===== src/rtl/rss_pkg.sv =====
// Shared types, constants and command codes of the RMS smooth sensitivity core.
`default_nettype none
package rss_pkg;

    localparam int ERR_W         = 24;
    localparam int BOUND_W       = 23;
    localparam int DECAY_W       = 16;
    localparam int WGT_W         = 17;
    localparam int SQ_W          = 46;
    localparam int CFG_W         = 23;
    localparam int OUT_W         = 23;
    localparam int CNT_OUT_W     = 11;
    localparam int MAX_ITEMS_DEF = 1024;

    localparam logic [BOUND_W-1:0] BOUND_RST = 23'd65536;
    localparam logic [DECAY_W-1:0] DECAY_RST = 16'hFFFF;
    localparam logic [WGT_W-1:0]   WGT_ONE   = 17'h10000;

    // Configuration register indexes.
    localparam logic CFG_IDX_BOUND = 1'b0;
    localparam logic CFG_IDX_DECAY = 1'b1;

    // Operand selects for the quotient-root unit.
    localparam logic [2:0] SEL_TOTAL   = 3'd0;
    localparam logic [2:0] SEL_PRE_OLD = 3'd1;
    localparam logic [2:0] SEL_PRE_NEW = 3'd2;
    localparam logic [2:0] SEL_SUF_OLD = 3'd3;
    localparam logic [2:0] SEL_SUF_NEW = 3'd4;

    typedef struct packed {
        logic signed [ERR_W-1:0] error_value;
        logic                    last_item;
    } in_beat_t;

    typedef struct packed {
        logic [OUT_W-1:0]     rms_value;
        logic [OUT_W-1:0]     sens_value;
        logic [CNT_OUT_W-1:0] item_count;
        logic                 overflowed;
    } out_beat_t;

    typedef struct packed {
        logic       load;
        logic       ins_rd;
        logic       ins_shift;
        logic       ins_put;
        logic       fin_init;
        logic       q_start;
        logic       q_save;
        logic       rd_hi;
        logic       rd_lo;
        logic       cap_large;
        logic       upd;
        logic       acc;
        logic       best;
        logic       out_load;
        logic [2:0] sel;
    } dp_cmd_t;

    typedef struct packed {
        logic skip;
        logic last;
        logic j_zero;
        logic rd_gt;
        logic q_done;
        logic cnt_zero;
        logic k_last;
    } dp_sts_t;

endpackage
`default_nettype wire


===== src/rtl/rss_ctrl.sv =====
// Controller: sequences loading, insertion sort and the sensitivity search.
`default_nettype none
module rss_ctrl
    import rss_pkg::*;
(
    input  wire logic    aclk,
    input  wire logic    aresetn,
    input  wire logic    s_valid,
    output logic         s_ready,
    output logic         m_valid,
    input  wire logic    m_ready,
    input  wire dp_sts_t sts,
    output dp_cmd_t      cmd
);
    localparam logic [3:0] ST_IDLE = 4'd0;
    localparam logic [3:0] ST_INS  = 4'd1;
    localparam logic [3:0] ST_CMP  = 4'd2;
    localparam logic [3:0] ST_FIN  = 4'd3;
    localparam logic [3:0] ST_QST  = 4'd4;
    localparam logic [3:0] ST_QWT  = 4'd5;
    localparam logic [3:0] ST_RDH  = 4'd6;
    localparam logic [3:0] ST_RDL  = 4'd7;
    localparam logic [3:0] ST_UPD  = 4'd8;
    localparam logic [3:0] ST_ACC  = 4'd9;
    localparam logic [3:0] ST_BEST = 4'd10;
    localparam logic [3:0] ST_OUT  = 4'd11;

    logic [3:0] state_reg;
    logic [3:0] state_next;
    logic [2:0] sel_reg;
    logic [2:0] sel_next;
    logic       m_valid_reg;
    logic [3:0] end_state;

    assign end_state = sts.last ? ST_FIN : ST_IDLE;

    always_comb begin
        cmd        = '0;
        cmd.sel    = sel_reg;
        state_next = state_reg;
        sel_next   = sel_reg;
        unique case (state_reg)
            ST_IDLE: begin
                cmd.load = s_valid;
                if (s_valid) begin
                    state_next = ST_INS;
                end
            end
            ST_INS: begin
                if (sts.skip) begin
                    state_next = end_state;
                end else if (sts.j_zero) begin
                    cmd.ins_put = 1'b1;
                    state_next  = end_state;
                end else begin
                    cmd.ins_rd = 1'b1;
                    state_next = ST_CMP;
                end
            end
            ST_CMP: begin
                if (sts.rd_gt) begin
                    cmd.ins_shift = 1'b1;
                    state_next    = ST_INS;
                end else begin
                    cmd.ins_put = 1'b1;
                    state_next  = end_state;
                end
            end
            ST_FIN: begin
                cmd.fin_init = 1'b1;
                sel_next     = SEL_TOTAL;
                state_next   = ST_QST;
            end
            ST_QST: begin
                cmd.q_start = 1'b1;
                state_next  = ST_QWT;
            end
            ST_QWT: begin
                if (sts.q_done) begin
                    cmd.q_save = 1'b1;
                    if (sel_reg == SEL_TOTAL) begin
                        state_next = sts.cnt_zero ? ST_OUT : ST_RDH;
                    end else if (sel_reg == SEL_SUF_NEW) begin
                        state_next = ST_ACC;
                    end else begin
                        sel_next   = sel_reg + 3'd1;
                        state_next = ST_QST;
                    end
                end
            end
            ST_RDH: begin
                cmd.rd_hi  = 1'b1;
                state_next = ST_RDL;
            end
            ST_RDL: begin
                cmd.rd_lo     = 1'b1;
                cmd.cap_large = 1'b1;
                state_next    = ST_UPD;
            end
            ST_UPD: begin
                cmd.upd    = 1'b1;
                sel_next   = SEL_PRE_OLD;
                state_next = ST_QST;
            end
            ST_ACC: begin
                cmd.acc    = 1'b1;
                state_next = ST_BEST;
            end
            ST_BEST: begin
                cmd.best   = 1'b1;
                state_next = sts.k_last ? ST_OUT : ST_RDH;
            end
            ST_OUT: begin
                if (!m_valid_reg || m_ready) begin
                    cmd.out_load = 1'b1;
                    state_next   = ST_IDLE;
                end
            end
            default: state_next = ST_IDLE;
        endcase
    end

    always_ff @(posedge aclk) begin
        if (!aresetn) begin
            state_reg   <= ST_IDLE;
            sel_reg     <= SEL_TOTAL;
            m_valid_reg <= 1'b0;
        end else begin
            state_reg <= state_next;
            sel_reg   <= sel_next;
            if (cmd.out_load) begin
                m_valid_reg <= 1'b1;
            end else if (m_ready) begin
                m_valid_reg <= 1'b0;
            end
        end
    end

    assign s_ready = state_reg == ST_IDLE;
    assign m_valid = m_valid_reg;

endmodule
`default_nettype wire


===== config.mk =====
export PLATFORM = sky130hd
export DESIGN_NAME = rss_ctrl
export DESIGN_NICKNAME = d
export VERILOG_FILES = /design/src/rtl/rss_pkg.sv /design/src/rtl/rss_ctrl.sv
export SDC_FILE = /design/constraint.sdc
export NUM_CORES = 1
export LEC_CHECK = 0
export BUFFER_PORTS_ARGS = -buffer_cell sky130_fd_sc_hd__buf_4
export CAP_MARGIN = 15
export CORE_AREA = 2 2 46 48
export CTS_CLUSTER_DIAMETER = 150
export DETAILED_ROUTE_END_ITERATION = 6
export DIE_AREA = 0 0 48 50
export PLACE_DENSITY = 0.72
export SETUP_SLACK_MARGIN = 0.15
export SYNTH_ARGS = -nofsm -noshare
export SYNTH_HDL_FRONTEND = slang
export SYNTH_SLANG_ARGS = --single-unit

===== constraint.sdc =====
create_clock -name aclk -period 2.2 [get_ports aclk]
set_input_delay 0.44 -clock aclk [delete_from_list [all_inputs] [get_ports aclk]]
set_output_delay 0.44 -clock aclk [all_outputs]
set_load 0.02 [all_outputs]

Word level (Yosys, flattened, before mapping)
Cells that the tools add are included.

storage, ports and cells
  bits in registers = 8
  bits of input ports = 11
  output and inout port bits = 19
  word-level logic and storage cells = 69

operators by class
  add/subtract/negate cells = 1
  equal/unequal tests = 17
  multiplexer cells = 39
  reductions and logical operators = 9

operators by type and width
  operator                                                               number
  4-bit one-hot mux with 11 select lines                                 1
  4-bit 2-to-1 mux                                                       8
  1-bit 2-to-1 mux                                                       21
  4-bit by 3-bit equality test with 1-bit output, second input constant  4
  4-bit equality test, second input constant                             4
  2-bit inequality test, second input constant                           5
  3-bit 2-to-1 mux                                                       3
  3-bit one-hot mux with 3 select lines                                  1
  4-bit by 2-bit equality test with 1-bit output, second input constant  2
  2-bit 2-to-1 mux                                                       4
  4-bit by 1-bit equality test with 1-bit output, second input constant  1
  4-bit zero test                                                        1
  4-bit AND reduction                                                    1
  3-bit by 1-bit adder with 3-bit output, second input constant          1
  3-bit equality test, second input constant                             1
  3-bit zero test                                                        1
  3-bit AND reduction                                                    1
  3-bit nonzero test                                                     1
  1-bit one-hot mux with 2 select lines                                  1
  2-bit nonzero test                                                     1
  2-bit OR reduction                                                     1
  1-bit zero test                                                        1
  1-bit logical OR                                                       1

Logic depth before layout (Yosys ltp)
  depth in word-level cells = 5
  mapped depth = 6
  gate-level depth less buffers = 6

Worst setup path before layout
Ideal clock, no wire load.

  path type = reg-to-output
  start = register state_reg[2]
  end = output port cmd[16] (netlist bit)
  arrival = 1.578 ns
  slack = 0.182 ns
  stages on the path, launching flop included = 4
  path buffers = 1
  path through = dfxtp_1 > buf_4 > nor4_1 > and2_1

RTL lines
  element                   RTL line         RTL
  start: declaration        rss_ctrl.sv:28   logic [3:0] state_reg;
  start signal: assignment  rss_ctrl.sv:129  state_reg <= state_next;
  end: declaration          rss_ctrl.sv:13   output dp_cmd_t cmd

==> Implementation_results.wiki <==
{| class="wikitable"
! Metric !! Value
|-
| Number of vias after detailed routing || 842
|-
| Worst Hold Launch || aresetn
|-
| Net count of the mapped netlist || 114
|-
| Count of inserted antenna diode cells || 0
|-
| Final std cells w/o fill || 152
|-
| Wire length per cell || 13.3 um
|-
| TritonCTS Buffers || 3
|-
| Dominant register cell in the synthesized netlist || dfxtp_1
|-
| Number of endpoints failing setup at the final stage || 0
|-
| Mean post-synth cell area || 8.20 um2
|-
| Buffers and inverters on the worst path || 1
|-
| Crit Path Category || flop to output pin
|-
| Pin count of the biggest net entering global routing || 25
|-
| Flip-flop count of the largest register, all copies and words added || 4
|-
| Final weighted congestion of routability-driven global placement || 0.760
|-
| CTS Buffer Depth || 2
|-
| Critical path depth in cells || 4
|-
| Height of the die || 50 um
|-
| Number of placement rows || 16
|-
| Final clock skew || 0.00161 ns
|-
| Max VDD drop || 0.300 mV
|-
| Fin crit period || 1.92 ns
|-
| Port bufs || 29
|-
| Leak pwr || 0.446 nW
|-
| # Post-CTS Setup Buffers || 0
|-
| DRC violation total after the first TritonRoute iteration || 14
|-
| Vias in the first global route || 718
|-
| Total instance count after detailed placement || 149
|-
| Core Box Area || 1900 um2
|-
| Crit path required time || 1.76 ns
|-
| Power density over cell area || 436 nW/um2
|-
| CTS root buf || clkbuf_4
|-
| Detailed placer's ending HPWL || 1480 um
|-
| Largest fanout on the critical path || 24
|-
| Post-route DRC || 0
|-
| Layout cell share with drive strength beyond 1 || 36.8%
|-
| Relative slew slack || 72.0%
|-
| Full die area || 2400 um2
|-
| Most common cell after layout, fill and taps aside || buf_4
|-
| Endpoint with the worst hold slack || state_reg[2]
|-
| Total clock sinks || 8
|-
| Number of instances in the synthesized netlist || 101
|-
| Total GRT Usage || 18.1%
|-
| Hold WC Path Type || input port to flop
|-
| Cell Area, Placed || 1000 um2
|-
| Layout area overhead || 25.4%
|-
| Pins over their slew limit || 0
|-
| Reg-to-reg endpoint || sel_reg[1]
|-
| Width of the die || 48 um
|-
| Worst skew pair latency || 0.26 ns
|-
| Run status || finished clean
|-
| Proportion of synthesized flip-flops having asynchronous set or reset || 0%
|-
| CP delay by family, top || flip-flops
|-
| Max-capacitance violation count || 0
|-
| Initial DRT Pass Iterations || 4
|-
| Number of hold-slack violations in the final timing report || 0
|-
| Part of the Yosys area used for sequential elements || 19.3%
|-
| Hold Path Depth || 2
|-
| Cell count of the worst reg-to-reg path || 5
|-
| Standard cell with the maximum stage delay on the critical path || dfxtp_2
|-
| Total Wirelength || 2020 um
|-
| Delay of the slowest cell on the worst path || 0.59 ns
|-
| Final standard cell area without fillers || 1040 um2
|-
| Setup repair after global routing missed its margin || false
|-
| Via density per instance || 5.54
|-
| Number of unique standard cell types used by synthesis || 46
|-
| Global-route wire length before repair || 3070 um
|-
| Flip-flop and latch count after synthesis || 8
|-
| Effective utilization at floorplan || 43.6%
|-
| Critical R2R Launch || sel_reg[0]
|-
| Total overflow reported by the global router || 0
|-
| Final layout net count || 140
|-
| Setup crit end kind || output pin
|-
| Worst Path Arrival || 1.48 ns
|-
| Clock-pin slew reported for the worst setup and hold paths after clock tree synthesis || 0.05 ns
|-
| Critical path cell sequence || nor2b_1 -> and3b_1 -> o21a_1 -> buf_4
|-
| Number of antenna violations at the first check in global routing || 0
|-
| ANT nets after route || 0
|-
| H-tree depth || 1
|-
| Register-to-Register Setup Slack || 0.44 ns
|-
| Most used cells in the layout excluding fill and tap cells || buf_4, nand2b_1, nor2_1
|-
| Post-synth EDFFs || 0
|-
| Top achievable clock speed || 520 MHz
|-
| Total number of yosys warnings || 0
|-
| Actual slew at the worst max-slew pin || 0.420 ns
|-
| I/O pin count || 30
|-
| TritonCTS clock tree || yes
|-
| Nature of the critical path startpoint || flop
|-
| Netlist area before placement || 828 um2
|-
| Setup TNS || 0 ns
|-
| Portion of the clock cycle consumed by the worst path in the final layout || 87.4%
|}
[repair_timing]
item	4_1_cts	5_1_grt
endpoints found under the setup margin	6	3
hold buffers	0	0
cloned	0	0
endpoints found under the hold margin	0	0
gates resized for setup	3	2
[how the worst max path moves through the flow]
stage	from	end
2_1_floorplan	state_reg[2]	cmd[16]
3_3_place_gp	state_reg[1]	cmd[10]
3_5_place_dp	state_reg[1]	cmd[13]
4_1_cts	state_reg[3]	cmd[4]
5_1_grt	state_reg[1]	cmd[13]
6_report	state_reg[1]	cmd[13]
[synth_stat cells (2+ instances only)]
cell	number	area share, %
and2_1	2	1.5
nand4b_1	2	2.1
dfxtp_1	8	19
o21ai_1	2	1.2
ha_1	2	3.0
a22oi_1	2	1.8
nor3_1	3	1.8
buf_4	2	1.8
nand2b_1	7	5.3
and3_1	5	3.8
nand2_1	5	2.3
nand4bb_1	2	2.7
buf_6	3	4.1
inv_1	5	2.3
nor3b_1	2	1.8
a21oi_1	3	1.8
o21a_1	3	2.7
nor2b_1	2	1.5
o21ai_0	4	2.4
xnor2_1	3	3.2
o22ai_1	3	2.3
nor2_1	7	3.2
[per-stage QoR]
step	util [%]	worst slack, ns	hold slack, ns	power (mW)
finish	54.6	0.278	0.436	0.452
floorplan	-	0.182	0.558	0.294
global placement	52.8	0.372	0.532	0.332
CTS	54.2	0.152	0.435	0.456
global route	54.6	0.202	0.443	0.485
detailed placement	52.8	0.293	0.556	0.336
[cell type report]
cell class              count  area [um2]
inverters                   5        18.8
flip-flops and latches      8         165
multi-input cells          80         581
clock buffers               3        22.5
well taps                  27        33.8
fillers                   205         863
repair buffers             29         218
[worst register-to-register path: stages, from the launching register on]
cell and delay (ns):
dfxtp_1 0.39, inv_1 0.10, ha_1 0.24, or4_4 0.56, and3_1 0.20, o21a_1 0.18
[cell families (layout without fill, tap and decap cells)]
family	count (synthesis)	after routing	share of synthesized area, %
simple gates	48	48	38.8
compound gates	27	27	24.3
buf+inv	13	37	11.3
xor+xnor	3	3	3.17
fa+ha+maj	2	2	3.02
flops	8	8	19.3
[report_power, final]
| group | switching [mW] | internal (mW) |
|---|---|---|
| Sequential | 0.0365 | 0.154 |
| Clock | 0.0530 | 0.0626 |
| Combinational | 0.0702 | 0.0762 |
| Total | 0.160 | 0.293 |
[per-layer routing]
metal / vias to the layer above / share of wire [%] / GRT usage, %
met4: 0 / 3.0 / 12.2
met5: - / 0 / 0
met2: 27 / 50 / 27.1
li1: 419 / - / -
met1: 389 / 42 / 21.5
met3: 7 / 5.7 / 4.76
No activity file was read; power rests on OpenSTA's default activity.
